$ cat src/rtl/core/deq_pkg.sv
// Shared types, codes and sizes for the double-ended queue.
package deq_pkg;

	localparam int unsigned DEPTH_DEFAULT = 64;
	localparam int unsigned CMD_W         = 3;
	localparam int unsigned WORD_W        = 64;
	localparam int unsigned STATUS_W      = 2;
	localparam int unsigned OCC_W         = 7;

	localparam int unsigned FQ_DEPTH = 2;
	localparam int unsigned OQ_DEPTH = 4;

	localparam logic [CMD_W-1:0] CMD_PUSH_FRONT = 3'd0;
	localparam logic [CMD_W-1:0] CMD_PUSH_BACK  = 3'd1;
	localparam logic [CMD_W-1:0] CMD_POP_FRONT  = 3'd2;
	localparam logic [CMD_W-1:0] CMD_POP_BACK   = 3'd3;
	localparam logic [CMD_W-1:0] CMD_DUMP_FWD   = 3'd4;
	localparam logic [CMD_W-1:0] CMD_DUMP_BWD   = 3'd5;

	localparam logic [STATUS_W-1:0] ST_OK    = 2'd0;
	localparam logic [STATUS_W-1:0] ST_EMPTY = 2'd1;
	localparam logic [STATUS_W-1:0] ST_FULL  = 2'd2;

	typedef enum logic [1:0] {
		OP_PUSH,
		OP_POP,
		OP_DUMP,
		OP_NOP
	} op_kind_t;

	typedef struct packed {
		op_kind_t            kind;
		logic                at_back;
		logic [WORD_W-1:0]   value;
	} op_t;

	typedef struct packed {
		logic                from_ram;
		logic [STATUS_W-1:0] status;
		logic                last;
		logic [OCC_W-1:0]    occupancy;
	} res_ctl_t;

	typedef struct packed {
		logic [WORD_W-1:0]   word;
		logic [STATUS_W-1:0] status;
		logic                last;
		logic [OCC_W-1:0]    occupancy;
	} result_t;

endpackage

$ cat src/rtl/core/deq_front.sv
// Command intake: decodes each command and buffers it for the execution side.
module deq_front (
	input  logic                        clk,
	input  logic                        arst_n,
	input  logic                        push,
	output logic                        full,
	input  logic [deq_pkg::CMD_W-1:0]   command,
	input  logic [deq_pkg::WORD_W-1:0]  value,
	output logic                        op_valid,
	output deq_pkg::op_t                op,
	input  logic                        op_take
);
	import deq_pkg::*;

	localparam int unsigned PW = $clog2(FQ_DEPTH);
	localparam int unsigned CW = $clog2(FQ_DEPTH + 1);

	op_t           fq_mem_q [FQ_DEPTH];
	logic [PW-1:0] wr_ptr_q;
	logic [PW-1:0] rd_ptr_q;
	logic [CW-1:0] cnt_q;
	op_t           dec_op;
	logic          wr_en;
	logic          rd_en;

	always_comb begin
		dec_op.value   = value;
		dec_op.at_back = 1'b0;
		dec_op.kind    = OP_NOP;
		unique case (command)
			CMD_PUSH_FRONT: begin
				dec_op.kind = OP_PUSH;
			end
			CMD_PUSH_BACK: begin
				dec_op.kind    = OP_PUSH;
				dec_op.at_back = 1'b1;
			end
			CMD_POP_FRONT: begin
				dec_op.kind = OP_POP;
			end
			CMD_POP_BACK: begin
				dec_op.kind    = OP_POP;
				dec_op.at_back = 1'b1;
			end
			CMD_DUMP_FWD: begin
				dec_op.kind = OP_DUMP;
			end
			CMD_DUMP_BWD: begin
				dec_op.kind    = OP_DUMP;
				dec_op.at_back = 1'b1;
			end
			default: begin
				dec_op.kind = OP_NOP;
			end
		endcase
	end

	assign full     = (cnt_q == CW'(FQ_DEPTH));
	assign op_valid = (cnt_q != '0);
	assign op       = fq_mem_q[rd_ptr_q];
	assign wr_en    = push && !full;
	assign rd_en    = op_take && op_valid;

	always_ff @(posedge clk) begin
		if (wr_en) begin
			fq_mem_q[wr_ptr_q] <= dec_op;
		end
	end

	always_ff @(posedge clk or negedge arst_n) begin
		if (!arst_n) begin
			wr_ptr_q <= '0;
			rd_ptr_q <= '0;
			cnt_q    <= '0;
		end else begin
			if (wr_en) begin
				wr_ptr_q <= wr_ptr_q + PW'(1);
			end
			if (rd_en) begin
				rd_ptr_q <= rd_ptr_q + PW'(1);
			end
			cnt_q <= cnt_q + CW'(wr_en) - CW'(rd_en);
		end
	end

endmodule

$ cat config.mk
export PLATFORM = sky130hd
export DESIGN_NAME = deq_front
export DESIGN_NICKNAME = d
export VERILOG_FILES = /design/src/rtl/core/deq_pkg.sv /design/src/rtl/core/deq_front.sv
export SDC_FILE = /design/constraint.sdc
export NUM_CORES = 1
export LEC_CHECK = 0
export ABC_AREA = 1
export BUFFER_PORTS_ARGS = -buffer_cell sky130_fd_sc_hd__buf_2
export CAP_MARGIN = 20
export CORE_ASPECT_RATIO = 0.6
export CORE_MARGIN = 5
export CORE_UTILIZATION = 35
export DETAILED_ROUTE_END_ITERATION = 8
export GPL_TIMING_DRIVEN = 0
export SETUP_SLACK_MARGIN = 0.05
export SLEW_MARGIN = 20
export SYNTH_ARGS = -nofsm -noshare
export SYNTH_HDL_FRONTEND = slang
export SYNTH_SLANG_ARGS = --single-unit
$ cat constraint.sdc
create_clock -name clk -period 10 [get_ports clk]
set_input_delay 1 -clock clk [delete_from_list [all_inputs] [get_ports clk]]
set_output_delay 1 -clock clk [all_outputs]
set_load 0.01 [all_outputs]
# --- Yosys cells after proc, flatten, opt, wreduce, memory -nomap -nowiden ---
# Memory sizes are Yosys's and may differ from the RTL's.
# Cells that the tools add are included.
op_classes:
  eq_ne: 6
  n_reduce_logical: 9
  muxes: 4
  shift: 0
  n_bitwise: 0
  n_div: 0
  multipliers: 0
  n_lt_le_gt_ge: 0
  add_sub_neg: 4
ops:
  columns: ["cell", "count"]
  rows:
  - ["$eq A3 B2 Y1 const B", 2]
  - ["$eq A3 B3 Y1 const B", 2]
  - ["$pmux W2 S3", 1]
  - ["$reduce_or A2 Y1", 3]
  - ["$eq A3 B1 Y1 const B", 1]
  - ["$logic_not A3 Y1", 1]
  - ["$mux W1", 3]
  - ["$reduce_or A3 Y1", 1]
  - ["$add A1 B1 Y1 const B", 2]
  - ["$add A2 B1 Y2", 1]
  - ["$eq A2 B2 Y1 const B", 1]
  - ["$logic_and A1 B1 Y1", 2]
  - ["$reduce_bool A2 Y1", 1]
  - ["$sub A2 B1 Y2", 1]
  - ["$logic_not A1 Y1", 1]
totals:
  mem_count: 1
  out_inout_bits: 69
  rom_bits: 0
  input_bits: 71
  word_cells: 27
  ramBits: 134
  latchBits: 0
  regBits: 4
memory_table:
  columns: ["memory", "words", "width", "rd", "rd_ports_with_merged_regs", "wr", "line", "source"]
  rows:
  - ["fq_mem_q", 2, 67, 1, 0, 1, "deq_front.sv:18", "op_t fq_mem_q [FQ_DEPTH];"]

# --- Longest topological paths before layout ---
depth:
  depth_word: 5
  ltp_mapped: 10
  mapped_depth_nobuf: 10

# --- Worst setup path before layout ---
# OpenSTA, ideal clock, no wires.
synth_path:
  kind: "input to register"
  start: "input port push"
  end: "memory fq_mem_q[1][0] in the netlist's numbering, enable pin"
  arrival_ns: 3.883
  t_required_ns: 9.508
  path_buffers: 0
  path_stages: 2
  setup_slack_ns: 5.624
  setup_time_ns: 0.492
  cell_sequence: "nand2_1 nor2_1"
synth_between:
  elab_chain_len: 3
synth_lines:
  columns: ["item", "line", "source"]
  rows:
  - ["from (decl)", "deq_front.sv:5", "input logic push,"]
  - ["$logic_and A1 B1 Y1", "deq_front.sv:61", "assign wr_en = push && !full;"]
  - ["$mux W1", "deq_front.sv:65", "if (wr_en) begin"]
  - ["$mux W1 (not written as such)", "deq_front.sv:66", "fq_mem_q[wr_ptr_q] <= dec_op;"]
  - ["to (decl)", "deq_front.sv:18", null]
# Every way passes these cells.

==> flow_metrics.py <==
metrics = {
    "cts": {
        "htreeDepth": 4,
        "hold_buffers": 0,
        "cts_resized": 0,
        "cts_tree": "yes",
        "clock-sinks": 138,
        "clockBufferDepth": 2,
        "clkTransAtPathRegs_ns": 0.06,
        "root_buffer": "clkbuf_16",
        "clk_latency_ns": 0.40,
        "cts_buffers": 17,
        "cts_setup_buffers": 0,
    },
    "timing": {
        "slew_headroom_pct": 70.88,
        "max_freq_ghz": 0.3777,
        "tns_ns": 0,
        "timing.hold.ws_ns": 0.4023,
        "hold_viol": 0,
        "setup_viol": 0,
        "layout_min_cycle_time_ns": 2.647,
        "worst_clock_skew_ns": 0.006946,
        "worst_pin_slew_ns": 0.4369,
        "min_period_over_period_pct": 26.47,
        "rsz0062_at_grt": "false",
        "slew_violations": 0,
    },
    "placed_design": {
        "dp_hpwl_mm": 7.639,
        "io_buffers": 139,
        "gp_congestion": 0.7558,
    },
    "worst_setup_path": {
        "cp_num_buf_inv": 5,
        "cpLargestDelayFamily": "buffers and inverters",
        "start_kind": "flip-flop",
        "cpPeakStageDelay_ns": 0.35,
        "cp-startpoint": "rd_ptr_q$_DFFE_PN0P_",
        "reg2reg_depth": 6,
        "worst_setup_path_end_kind": "output pin",
        "r2r_end": "fq_mem_q[1][52]$_DFFE_PP_",
        "slowest_stage": "dfrtp_1",
        "path_class": "flip-flop to output pin",
        "crit_cells": 7,
        "cp_max_fo": 10,
        "crit_chain": "buf_4 > inv_2 > buf_6 > buf_6 > nand2_1 > nand2_1 > buf_2",
        "reg2reg_slack_ns": 8.28,
        "arrival_ns": 1.65,
        "cp.required_ns": 9.00,
        "rr_startpoint": "cnt_q[0]$_DFF_PN0_",
        "cp-endpoint": "op[64]",
    },
    "final_layout": {
        "register_area_sq_um": 4124,
        "n_antenna_cell": 0,
        "fillers": 1333,
        "multi_input_area_sq_um": 862.1,
        "drive_above_1_share_pct": 33.57,
        "nNetsFinal": 621,
        "area_delta_synth_final_pct": 31.32,
    },
    "yosys": {
        "yosysUniqueCellTypes": 13,
        "avgSynthCellArea_sq_um": 13.29,
        "synth_nets": 459,
        "ys_ff_latch": 138,
        "syn_area_sq_um": 5129,
        "netlist_instances": 386,
        "yosysWarnings": 0,
        "ys_seq_area_share_pct": 80.41,
    },
    "job": {
        "drv_cap": 0,
    },
    "global_routing": {
        "grt-ovfl-total": 0,
        "antenna_found_initial": 3,
        "grt.total_usage_pct": 12.85,
        "grt_pass1_vias": 3379,
        "grt_max_degree": 37,
        "grt_pass1_wl_mm": 17.39,
    },
    "die": {
        "row_count": 34,
        "initial_utilization_pct": 35.56,
        "core-area_sq_um": 14420,
        "die_h_um": 103.8,
        "fp.dieW_um": 166.3,
        "die_area_sq_um": 17250,
        "ios": 140,
    },
    "detailed_routing": {
        "drt-vias-per-instance": 4.290,
        "drtAntennaViolNets": 0,
        "finalWirelength_mm": 10.97,
        "drc": 0,
        "wire_per_inst_um": 14.47,
        "drt-initial-drc-count": 119,
        "vias": 3252,
        "dr.pass1.iters": 4,
    },
    "power": {
        "p_per_area_nw_per_um2": 305.8,
        "p_leak_nw": 2.945,
        "ir_worst_vdd_v": 0.0001459,
    },
    "hold_path": {
        "hp-class": "input port to asynchronous set/reset pin",
    },
    "status": {
        "status": "finished, final reports clean",
    },
}
[area by class of cell]
type                            instances  share of cell area, %
Buffer                                 17                  1.672
Clock buffer                           18                  6.372
Clock inverter                         13                  1.913
Inverter                               10                 0.5945
Multi-Input combinational cell        221                  12.80
Sequential cell                       138                  61.23
Tap cell                              198                  3.678
Timing Repair Buffer                  143                  11.74
[metrics by stage]
stage | cells | power (W) | worst slack, ns | util, % | instance area (sq um)
floorplan | 386 | 0.001204 | 5.624 | - | 5129
global placement | 723 | 0.001476 | 3.816 | 42.10 | 6072
detailed placement | 727 | 0.001505 | 7.718 | 42.83 | 6177
CTS | 758 | 0.002098 | 7.305 | 46.70 | 6735
global route | 758 | 0.002202 | 7.206 | 46.70 | 6735
finish | 758 | 0.002059 | 7.353 | 46.70 | 6735
[logic make-up (layout without fill, tap and decap cells)]
family / after synthesis / after routing / share of synthesized area, %
adders and majority gates: 2 / 2 / 0.4878
and+or+nand+nor: 218 / 218 / 16.03
buffers and inverters: 27 / 201 / 2.927
AOI/OAI and AO/OA: 1 / 1 / 0.1464
DFF: 138 / 138 / 80.41
[synthesized netlist by cell type]
cell	number	share of area [%]
nand2_1	214	16
edfxtp_1	134	78
buf_2	9	0.88
inv_1	9	0.66
buf_6	4	0.88
dfrtp_1	4	2.0
nand3_1	3	0.29
buf_4	2	0.29
clkbuf_1	2	0.15
ha_1	2	0.49
a21boi_0	1	0.15
inv_2	1	0.073
nor2_1	1	0.073
[state kept, by name (all words and copies together), names as in the netlist]
signal	count
rd_ptr_q	1
fq_mem_q	134
cnt_q	2
wr_ptr_q	1
[layout by cell type (no fill, tap or decap), drive strengths merged]
cell / instances
nand3: 3
clkinvlp: 1
buf: 158
ha: 2
clkinv: 9
edfxtp: 134
inv: 11
nor2: 1
dfrtp: 4
bufinv: 2
nand2: 214
clkbuf: 20
a21boi: 1
[worst min-delay path by stage]
stage,from,endpoint,slack [ns],cells past startpoint
2_1_floorplan,wr_ptr_q$_DFFE_PN0P_,wr_ptr_q$_DFFE_PN0P_,0.44,2
3_3_place_gp,wr_ptr_q$_DFFE_PN0P_,wr_ptr_q$_DFFE_PN0P_,0.45,2
3_5_place_dp,wr_ptr_q$_DFFE_PN0P_,wr_ptr_q$_DFFE_PN0P_,0.46,2
4_1_cts,arst_n,wr_ptr_q$_DFFE_PN0P_,0.38,1
5_1_grt,arst_n,wr_ptr_q$_DFFE_PN0P_,0.38,1
6_report,arst_n,wr_ptr_q$_DFFE_PN0P_,0.40,1
[worst register-to-register path, stage by stage, from the launching register on]
cell     delay (ns)
dfrtp_1        0.37
inv_1          0.07
nand2_1        0.11
nand2_1        0.14
nor2_4         0.35
buf_16         0.21
buf_16         0.18
[metal layers]
metal  GRT usage [%]  up-vias  wire length [um]
met5               0        -                34
met4           3.327        6                90
met3           5.672       16               825
met2           19.88      112              4963
met1           16.68     1503              5054
li1                -     1615                 -
[power by group]
group	internal, W	switching (W)
clock network	0.000363	0.000225
logic	0.000234	0.000421
registers	0.000788	0.0000286
total	0.00139	0.000674
No activity file was read; power rests on OpenSTA's default activity.
